===== config.mk =====
export PLATFORM = sky130hd
export DESIGN_NAME = vlan_tag_insert_strip
export DESIGN_NICKNAME = d
export VERILOG_FILES = /design/src/hdl/vlan_pkg.sv /design/src/hdl/vlan_tag_insert_strip.sv
export SDC_FILE = /design/constraint.sdc
export NUM_CORES = 1
export LEC_CHECK = 0
export ABC_AREA = 1
export CAP_MARGIN = 20
export CORE_ASPECT_RATIO = 1.1
export CORE_UTILIZATION = 45
export DETAILED_ROUTE_END_ITERATION = 8
export DONT_BUFFER_PORTS = 1
export HOLD_SLACK_MARGIN = 0.05
export PLACE_DENSITY = 0.72
export SLEW_MARGIN = 20
export SYNTH_ARGS = -nofsm -noshare
export SYNTH_HDL_FRONTEND = slang
export SYNTH_SLANG_ARGS = --single-unit

===== constraint.sdc =====
create_clock -name clk -period 6.8 [get_ports clk]
set_clock_uncertainty 0.1 [all_clocks]
set_input_delay 1.02 -clock clk [delete_from_list [all_inputs] [get_ports clk]]
set_output_delay 1.02 -clock clk [all_outputs]
set_load 0.02 [all_outputs]

===== src/hdl/vlan_pkg.sv =====
package vlan_pkg;

    // frame length limits
    localparam logic [10:0] MAX_UNTAGGED = 11'd1518;
    localparam logic [10:0] MAX_TAGGED   = MAX_UNTAGGED + 11'd4;
    localparam logic [10:0] MIN_TX_LEN   = 11'd14;
    localparam logic [10:0] MIN_RX_LEN   = 11'd18;
    localparam logic [10:0] POS_MAX      = 11'd2047;

    // byte positions of interest
    localparam logic [10:0] POS_TAG_AT   = 11'd11;
    localparam logic [10:0] POS_TYPE_HI  = 11'd12;
    localparam logic [10:0] POS_TCI_HI   = 11'd14;
    localparam logic [10:0] POS_TCI_LO   = 11'd15;

    // tag protocol identifier bytes
    localparam logic [7:0] TPID_HI = 8'h81;
    localparam logic [7:0] TPID_LO = 8'h00;

    // configuration register indexes
    localparam logic [1:0] REG_TX_VLAN_ID   = 2'd0;
    localparam logic [1:0] REG_TX_PRIORITY  = 2'd1;
    localparam logic [1:0] REG_STRIP_ENABLE = 2'd2;

    // result queue sizing
    localparam int MAX_BURST   = 5;
    localparam int QUEUE_DEPTH = 6;

    typedef enum logic [4:0] {
        MODE_PASS      = 5'b00001,
        MODE_TX_INSERT = 5'b00010,
        MODE_TX_REJECT = 5'b00100,
        MODE_RX_CHECK  = 5'b01000,
        MODE_RX_STRIP  = 5'b10000
    } mode_t;

    typedef struct packed {
        logic [7:0]  data;
        logic        last;
        logic        rejected;
        logic        tag_found;
        logic [11:0] vlan_id;
        logic [2:0]  prio;
    } result_t;

endpackage


===== src/hdl/vlan_tag_insert_strip.sv =====
// IEEE 802.1Q tag insert / strip, one frame byte per transfer. A transmit frame
// (op 0) gets 0x8100 and the configured TCI inserted after byte 11; a transmit
// frame shorter than 14 or longer than 1518 bytes gives only one result, on its
// last byte, with rejected set. A receive frame (op 1) of 18 to 1522 bytes with
// ethertype 0x8100 has bytes 12..15 removed while strip_enable is set, and its
// last result carries tag_found, seen_vlan_id and seen_priority. Direction,
// length and configuration are sampled on the byte with first_byte set. Each
// byte's results enter the result queue, whose slot 0 is the output register;
// the output gives one result per cycle while out_stall is low, and an inserted
// transmit frame gives four results more than its byte count. The input takes a
// byte every cycle while at most one result waits in the six-entry queue, and
// stalls while the four inserted tag bytes (or held receive bytes) drain.
module vlan_tag_insert_strip (
    input  logic        clk,
    input  logic        rst_n,
    // configuration
    input  logic        cfg_write,
    input  logic [1:0]  cfg_index,
    input  logic [11:0] cfg_data,
    // input channel
    input  logic        in_valid,
    output logic        in_stall,
    input  logic        op,
    input  logic [7:0]  data_byte,
    input  logic        first_byte,
    input  logic        last_byte,
    input  logic [10:0] frame_length,
    // output channel
    output logic        out_valid,
    input  logic        out_stall,
    output logic [7:0]  out_byte,
    output logic        out_last,
    output logic        rejected,
    output logic        tag_found,
    output logic [11:0] seen_vlan_id,
    output logic [2:0]  seen_priority
);

    // configuration registers
    logic [11:0] tx_vlan_id_reg;
    logic [2:0]  tx_priority_reg;
    logic        strip_enable_reg;

    // frame state
    logic [10:0]     pos_reg, pos_next;
    vlan_pkg::mode_t mode_reg, mode_next;
    logic [7:0]      held_reg, held_next;
    logic [15:0]     tci_reg, tci_next;
    logic            seen_reg, seen_next;

    // result queue, slot 0 is the output register
    vlan_pkg::result_t q_reg [vlan_pkg::QUEUE_DEPTH];
    vlan_pkg::result_t q_next [vlan_pkg::QUEUE_DEPTH];
    logic [2:0]        count_reg, count_next;

    // results of the byte being accepted
    vlan_pkg::result_t burst [vlan_pkg::MAX_BURST];
    logic [2:0]        burst_len;

    logic in_xfer;
    logic out_xfer;

    function automatic vlan_pkg::result_t make_result(input logic [7:0] b, input logic l);
        vlan_pkg::result_t r;
        r = '0;
        r.data = b;
        r.last = l;
        return r;
    endfunction

    assign in_stall  = (count_reg > 3'd1);
    assign in_xfer   = in_valid && !in_stall;
    assign out_valid = (count_reg != 3'd0);
    assign out_xfer  = out_valid && !out_stall;

    assign out_byte      = q_reg[0].data;
    assign out_last      = q_reg[0].last;
    assign rejected      = q_reg[0].rejected;
    assign tag_found     = q_reg[0].tag_found;
    assign seen_vlan_id  = q_reg[0].vlan_id;
    assign seen_priority = q_reg[0].prio;

    // configuration writes
    always_ff @(posedge clk or negedge rst_n)
    begin
        if (!rst_n)
        begin
            tx_vlan_id_reg   <= '0;
            tx_priority_reg  <= '0;
            strip_enable_reg <= 1'b0;
        end
        else if (cfg_write)
        begin
            unique case (cfg_index)
                vlan_pkg::REG_TX_VLAN_ID:   tx_vlan_id_reg   <= cfg_data;
                vlan_pkg::REG_TX_PRIORITY:  tx_priority_reg  <= cfg_data[2:0];
                vlan_pkg::REG_STRIP_ENABLE: strip_enable_reg <= cfg_data[0];
                default: ;
            endcase
        end
    end

    // per-byte decision: results and next frame state
    always_comb
    begin
        logic [10:0]     pos;
        vlan_pkg::mode_t mode;
        logic [7:0]      held;
        logic [15:0]     tci;
        logic            seen;

        // frame start resamples direction, length and configuration
        if (first_byte)
        begin
            pos  = '0;
            held = '0;
            seen = 1'b0;
            if (!op)
            begin
                tci  = {tx_priority_reg, 1'b0, tx_vlan_id_reg};
                mode = (frame_length < vlan_pkg::MIN_TX_LEN ||
                        frame_length > vlan_pkg::MAX_UNTAGGED)
                       ? vlan_pkg::MODE_TX_REJECT : vlan_pkg::MODE_TX_INSERT;
            end
            else
            begin
                tci  = '0;
                mode = (strip_enable_reg && frame_length >= vlan_pkg::MIN_RX_LEN &&
                        frame_length <= vlan_pkg::MAX_TAGGED)
                       ? vlan_pkg::MODE_RX_CHECK : vlan_pkg::MODE_PASS;
            end
        end
        else
        begin
            pos  = pos_reg;
            mode = mode_reg;
            held = held_reg;
            tci  = tci_reg;
            seen = seen_reg;
        end

        for (int i = 0; i < vlan_pkg::MAX_BURST; i++)
        begin
            burst[i] = '0;
        end
        burst_len = 3'd0;
        mode_next = mode;
        held_next = held;
        tci_next  = tci;
        seen_next = seen;

        unique case (mode)
            vlan_pkg::MODE_TX_INSERT:
            begin
                if (pos < vlan_pkg::POS_TAG_AT)
                begin
                    burst[0]  = make_result(data_byte, last_byte);
                    burst_len = 3'd1;
                end
                else
                begin
                    burst[0]  = make_result(data_byte, 1'b0);
                    burst[1]  = make_result(vlan_pkg::TPID_HI, 1'b0);
                    burst[2]  = make_result(vlan_pkg::TPID_LO, 1'b0);
                    burst[3]  = make_result(tci[15:8], 1'b0);
                    burst[4]  = make_result(tci[7:0], last_byte);
                    burst_len = 3'd5;
                    mode_next = vlan_pkg::MODE_PASS;
                end
            end
            vlan_pkg::MODE_TX_REJECT:
            begin
                if (last_byte)
                begin
                    burst[0]          = make_result(8'd0, 1'b1);
                    burst[0].rejected = 1'b1;
                    burst_len         = 3'd1;
                end
            end
            vlan_pkg::MODE_RX_CHECK:
            begin
                if (pos < vlan_pkg::POS_TYPE_HI)
                begin
                    burst[0]  = make_result(data_byte, last_byte);
                    burst_len = 3'd1;
                end
                else if (pos == vlan_pkg::POS_TYPE_HI)
                begin
                    if (last_byte)
                    begin
                        burst[0]  = make_result(data_byte, 1'b1);
                        burst_len = 3'd1;
                    end
                    else
                    begin
                        held_next = data_byte;
                    end
                end
                else if (!last_byte && held == vlan_pkg::TPID_HI &&
                         data_byte == vlan_pkg::TPID_LO)
                begin
                    mode_next = vlan_pkg::MODE_RX_STRIP;
                end
                else
                begin
                    burst[0]  = make_result(held, 1'b0);
                    burst[1]  = make_result(data_byte, last_byte);
                    burst_len = 3'd2;
                    mode_next = vlan_pkg::MODE_PASS;
                end
            end
            vlan_pkg::MODE_RX_STRIP:
            begin
                if (pos == vlan_pkg::POS_TCI_HI)
                begin
                    tci_next = {data_byte, 8'd0};
                    if (last_byte)
                    begin
                        burst[0]  = make_result(vlan_pkg::TPID_HI, 1'b0);
                        burst[1]  = make_result(vlan_pkg::TPID_LO, 1'b0);
                        burst[2]  = make_result(data_byte, 1'b1);
                        burst_len = 3'd3;
                    end
                end
                else if (pos == vlan_pkg::POS_TCI_LO)
                begin
                    tci_next = {tci[15:8], data_byte};
                    if (last_byte)
                    begin
                        burst[0]  = make_result(vlan_pkg::TPID_HI, 1'b0);
                        burst[1]  = make_result(vlan_pkg::TPID_LO, 1'b0);
                        burst[2]  = make_result(tci[15:8], 1'b0);
                        burst[3]  = make_result(data_byte, 1'b1);
                        burst_len = 3'd4;
                    end
                    else
                    begin
                        seen_next = 1'b1;
                    end
                end
                else if (last_byte && seen)
                begin
                    burst[0]           = make_result(data_byte, 1'b1);
                    burst[0].tag_found = 1'b1;
                    burst[0].vlan_id   = tci[11:0];
                    burst[0].prio      = tci[15:13];
                    burst_len          = 3'd1;
                end
                else
                begin
                    burst[0]  = make_result(data_byte, last_byte);
                    burst_len = 3'd1;
                end
            end
            default:
            begin
                burst[0]  = make_result(data_byte, last_byte);
                burst_len = 3'd1;
            end
        endcase

        // frame end returns to pass through
        if (last_byte)
        begin
            mode_next = vlan_pkg::MODE_PASS;
            seen_next = 1'b0;
            held_next = '0;
        end
        pos_next = (pos < vlan_pkg::POS_MAX) ? pos + 11'd1 : pos;
    end

    // frame state registers
    always_ff @(posedge clk or negedge rst_n)
    begin
        if (!rst_n)
        begin
            pos_reg  <= '0;
            mode_reg <= vlan_pkg::MODE_PASS;
            held_reg <= '0;
            tci_reg  <= '0;
            seen_reg <= 1'b0;
        end
        else if (in_xfer)
        begin
            pos_reg  <= pos_next;
            mode_reg <= mode_next;
            held_reg <= held_next;
            tci_reg  <= tci_next;
            seen_reg <= seen_next;
        end
    end

    // queue update: pop the head, append this byte's results behind the rest
    always_comb
    begin
        logic [2:0] base;
        logic [2:0] add;
        logic [3:0] limit;
        logic [2:0] k;

        base  = count_reg - {2'd0, out_xfer};
        add   = in_xfer ? burst_len : 3'd0;
        limit = {1'b0, base} + {1'b0, add};
        for (int i = 0; i < vlan_pkg::QUEUE_DEPTH; i++)
        begin
            if (out_xfer && i < vlan_pkg::QUEUE_DEPTH - 1)
            begin
                q_next[i] = q_reg[i + 1];
            end
            else
            begin
                q_next[i] = q_reg[i];
            end
            k = 3'(i) - base;
            if (3'(i) >= base && 4'(i) < limit)
            begin
                q_next[i] = burst[k];
            end
        end
        count_next = base + add;
    end

    // queue occupancy
    always_ff @(posedge clk or negedge rst_n)
    begin
        if (!rst_n)
        begin
            count_reg <= '0;
        end
        else
        begin
            count_reg <= count_next;
        end
    end

    // queue payload
    always_ff @(posedge clk)
    begin
        for (int i = 0; i < vlan_pkg::QUEUE_DEPTH; i++)
        begin
            q_reg[i] <= q_next[i];
        end
    end

endmodule


== Word-level counts from Yosys, hierarchy flattened ==
Memory sizes are Yosys's and may differ from the RTL's.
Index checks and enable logic that the tools add are counted.

* Bitwise operators: 6
* $lt $le $gt $ge: 26
* Reduce and logical (&&, ||, !) cells: 23
* Mux-type cells: 87
* Eq/ne operators: 10
* $add $sub $neg: 10

{| class="wikitable"
|+ Operators with widths
! operator !! count
|-
| 26-bit 2-to-1 mux || 31
|-
| 26-bit binary-select mux with 3-bit select || 6
|-
| 78-bit 2-to-1 mux || 3
|-
| 104-bit 2-to-1 mux || 2
|-
| 26-bit one-hot mux with 4 select lines || 1
|-
| 52-bit one-hot mux with 2 select lines || 1
|-
| 26-bit one-hot mux with 3 select lines || 1
|-
| 16-bit 2-to-1 mux || 4
|-
| 18-bit 2-to-1 mux || 3
|-
| 52-bit 2-to-1 mux || 1
|-
| 8-bit 2-to-1 mux || 6
|-
| 11-bit by 4-bit == test with 1-bit output (second input constant) || 3
|-
| 11-bit by 4-bit less-than comparator with 1-bit output (second input constant) || 3
|-
| 5-bit 2-to-1 mux || 6
|-
| 4-bit greater-or-equal comparator (second input constant) || 6
|-
| 3-bit 2-to-1 mux || 8
|-
| 3-bit inverter with 4-bit output || 6
|-
| 11-bit 2-to-1 mux || 2
|-
| 1-bit logical AND || 13
|-
| 3-bit one-hot mux with 4 select lines || 1
|-
| 11-bit by 1-bit adder with 11-bit output (second input constant) || 1
|-
| 11-bit by 5-bit greater-or-equal comparator with 1-bit output (second input constant) || 1
|-
| 11-bit greater-than comparator (second input constant) || 1
|-
| 11-bit <= comparator (second input constant) || 1
|-
| 31 further kinds || 51
|}

* Register bits after elaboration: 60
* Output and inout bits: 28
* Memories kept: 1
* Memory bits (writable): 156

{| class="wikitable"
|+ Memories
! name !! words !! width !! rd ports !! clocked after memory_dff !! write ports !! RTL line !! RTL
|-
| q_reg || 6 || 26 || 6 || 0 || 6 || vlan_tag_insert_strip.sv:52 || <nowiki>vlan_pkg::result_t q_reg [vlan_pkg::QUEUE_DEPTH];</nowiki>
|}

== Depth between registers and ports, before layout ==
* Depth in word-level cells: 13
* Depth in mapped cells: 30
* Gate-level depth less buffers: 28

== Least setup slack after synthesis ==
No wires, ideal clock.

* Kind: input -> register
* Start point: input frame_length[3]
* End point: memory q_reg[5][0] in the netlist's numbering, enable pin
* Buffers on the path: 2
* Data arrival time: 4.702 ns
* Library setup time: 0.418 ns
* Slack: 1.581 ns
* Cell stages on the path: 21
* Path through: inv_1 nand2_1 nor2_1 nand3_1 nand3_1 nand2_1 nand2_2 nand2_2 nand2_4 nand2_2 nor2_4 buf_4 buf_2 o211ai_1 a31oi_1 ha_1 inv_1 fa_1 xnor2_1 a21oi_1 a21oi_1

{| class="wikitable"
|+ RTL lines
! element !! RTL line !! RTL
|-
| start: declaration || vlan_tag_insert_strip.sv:27 || <nowiki>input logic [10:0] frame_length,</nowiki>
|-
| end: declaration || vlan_tag_insert_strip.sv:52 ||
|}

==> reports/qor.tcl <==
set qor(post_synth_and_or_nand_nor_area_fraction) 0.283
set qor(core-area_mm2) 0.0279
set qor(cp-end-kind) {register}
set qor(numCtsBuffers) 25
set qor(ios) 69
set qor(power_density_mw_per_mm2) 588
set qor(path_class) {in2reg}
set qor(viasPerCell) 5.66
set qor(cts_max_path_buffers) 3
set qor(grt_use_met3) 0.0414
set qor(final_max_slew_viol_count) 0
set qor(netlist_instances) 1664
set qor(global_route_wire_length_before_repair_um) 61000
set qor(async_reset_ff_frac) 0.278
set qor(synth_warnings) 0
set qor(wl_per_cell_um) 19.5
set qor(clock_sinks) 216
set qor(critical_path_launch_point_type) {primary input}
set qor(drv.max_cap_violation_count) 0
set qor(router_iterations_before_antenna_repair) 6
set qor(synth_seq_area_share) 0.483
set qor(net-switching-power_w) 0.00389
set qor(post-route-period-util) 0.792
set qor(synth_xor_xnor_area_share) 0.00820
set qor(global_route.peak_usage_layer) {met2}
set qor(clkLatencyLatePin_ns) 0.54
set qor(maximum_number_of_pins_on_one_net_before_global_route_repair) 54
set qor(finalSetupViolations) 0
set qor(die_width_um) 163
set qor(std_cell_rows) 64
set qor(detailedPlace.worstSlack_ns) 0.969
set qor(internal_w) 0.00427
set qor(synth.cell_area_mm2) 0.0128
set qor(synth_seq_cells) 216
set qor(grt.met2_usage) 0.429
set qor(p_sw_frac) 0.477
set qor(tritoncts) {yes}
set qor(power.sequential.fraction) 0.337
set qor(drt-initial-drc-count) 1219
set qor(clk_pin_slew_worst_paths_ns) 0.06
set qor(syn_to_final_growth_pct) 8.26
set qor(cellLeakagePower_nw) 5.97
set qor(power.share.clock) 0.154
set qor(placedInstanceArea_mm2) 0.0131
set qor(power_frac_comb) 0.509
set qor(compound_gate_portion_of_the_synthesized_area) 0.136
set qor(grt_antenna_before_repair) 0
set qor(layout.cell_area.non_filler_mm2) 0.0139
set qor(combinational_family_with_the_most_area_after_synthesis) {simple AND/OR/NAND/NOR gates}
set qor(arithmetic_cell_share_of_the_synthesized_area_counting_full_adders_half_adders_and_majority_gates) 0.0181
set qor(max_freq_mhz) 186
set qor(io_buffers) 0
set qor(final_layout_size_suffix_gt1_frac) 0.0589
set qor(place.detailed.hpwl_um) 29600
set qor(crit_fanout) 33
set qor(die-height_um) 179
set qor(outcome) {complete, no violations}
set qor(synth_edf_count) 156
set qor(met1_usage) 0.392
set qor(drc_errors) 0
set qor(ys_types) 55
set qor(largest_reg_flops) 156
set qor(hold_class) {in2async}
set qor(cts_setup_buffers) 0
set qor(post_synth.cell_area_avg_um2) 7.71
set qor(grt_pass1_vias) 10506
set qor(total_global_route_track_usage) 0.275
set qor(postSynth.topFlopCell) {edfxtp_1}
set qor(power.ir.vdd_worst_v) 0.000572
set qor(overflow) 0
set qor(synth_fp_nets) 1723
set qor(antennaDiodeCount) 0
set qor(headroom_to_the_max_slew_limit) 0.293
set qor(start_util) 0.459
set qor(routed-via-count) 11381
set qor(hold_viol) 0
set qor(final.setup.tns_ns) 0
set qor(wl_um) 39200
set qor(final_period_minus_worst_setup_slack_ns) 5.38
set qor(clock_tree.htree_level_count) 1
set qor(rsz0062_at_grt) {no}
set qor(worst_slack_ns) 1.42
set qor(timing.hold.ws_ns) 0.0735
set qor(route.antenna.remaining_nets) 0
set qor(num-nets-final) 1690
set qor(gp_routability_congestion) 1.01
set qor(placedCellCount) 1965
set qor(cp_data_required_time_ns) 6.97
set qor(final_cells) 2011
set qor(worst_ep_arrival_time_ns) 5.55
set qor(worst-slew-pin-transition_ns) 1.06
set qor(synth.area.mux_share) 0
set qor(root_buffer_master) {clkbuf_16}
set qor(post_cts_resized) 0
set qor(die_area_mm2) 0.0292
[cells by family after synthesis]
logic type,Yosys count
simple gates,866
xor+xnor,12
compound gates,314
flops,216
buf+inv,238
fa+ha+maj,18
[final timing paths]
check                             startpoint                 to  slack [ns]  depth (start not counted)
setup / recovery                  first_byte        q_reg[2][3]        1.42                         22
hold / removal                         rst_n         pos_reg[0]        0.07                          0
setup reg to reg                  pos_reg[6]        q_reg[2][3]        1.72                         22
hold reg to reg            tx_vlan_id_reg[0]  tx_vlan_id_reg[0]        0.39                          2
max in group asynchronous              rst_n       count_reg[1]        5.41                          1
min in group clk           tx_vlan_id_reg[0]  tx_vlan_id_reg[0]        0.39                          2
[power groups by stage]
stage | logic [W] | clock network [W] | registers [W]
after floorplan | 0.00287 | 0 | 0.00272
after global placement | 0.00403 | 0 | 0.00276
after detailed placement | 0.00407 | 0 | 0.00277
after CTS | 0.00408 | 0.00128 | 0.00275
after global routing | 0.00461 | 0.00133 | 0.00281
final | 0.00415 | 0.00126 | 0.00275
[area by class of cell]
cell class / count / area [um2]
Clock inverter: 17 / 125
Fill cell: 2740 / 14100
Inverter: 154 / 579
Sequential cell: 216 / 6190
Timing Repair Buffer: 24 / 185
Multi-Input combinational cell: 1210 / 5720
Clock buffer: 27 / 633
Tap cell: 363 / 454
[cells in the final DEF (no fill, tap or decap), types with 18 or more instances in the layout]
cell type	netlist	final
nand2_1	526	526
edfxtp_1	156	156
inv_1	141	141
nand3_1	141	141
nor2_1	133	133
o21ai_0	118	118
a21oi_1	92	91
dfrtp_1	59	59
o21ai_1	37	36
clkbuf_16	0	25
buf_4	3	22
o22ai_1	18	18
[routing by layer]
layer  share of wire  up-vias
li1                -     5490
met1            0.45     5337
met2            0.44      477
met3           0.078       77
met4           0.032        0
met5               0        -
[cells in the mapped netlist (10+ instances only)]
cell type | number | share of area
o22ai_1 | 18 | 0.0088
o21ai_0 | 118 | 0.046
nand3_1 | 141 | 0.055
o211ai_1 | 15 | 0.0088
nor2_1 | 133 | 0.039
buf_2 | 15 | 0.0059
nor3_1 | 14 | 0.0055
ha_1 | 17 | 0.017
buf_1 | 10 | 0.0029
dfrtp_1 | 59 | 0.12
nand4_1 | 16 | 0.0078
a21oi_1 | 92 | 0.036
o21ai_1 | 37 | 0.014
inv_1 | 141 | 0.041
edfxtp_1 | 156 | 0.37
clkbuf_1 | 55 | 0.016
nand2_1 | 526 | 0.15
[worst max-delay path, cell delays in order]
cell,delay [ns]
inv_2,0.25
nor2_4,0.10
inv_2,0.29
nand2_4,0.12
nand2_2,0.13
a21o_1,0.32
and3_1,0.23
nor2_1,0.04
a31oi_1,0.26
ha_1,0.23
inv_1,0.06
fa_1,0.37
xnor2_1,0.18
nor2_1,0.25
o21ai_0,0.14
nand2_1,0.11
buf_4,0.25
clkinv_1,0.42
nand2_1,0.16
nor2_1,0.09
nand2_1,0.35
o21ai_0,0.16
[stage by stage]
stage | util | power [W]
final | 0.497 | 0.00816
after global routing | 0.497 | 0.00875
after CTS | 0.496 | 0.00812
after global placement | 0.469 | 0.00678
after detailed placement | 0.469 | 0.00684
after floorplan | - | 0.00559
[what timing repair did]
action	in CTS	in global routing
setup endpoints to repair	0	0
hold buffers	1	1
endpoints found under the hold margin	12	2
Power figures use the tool's default switching activity.
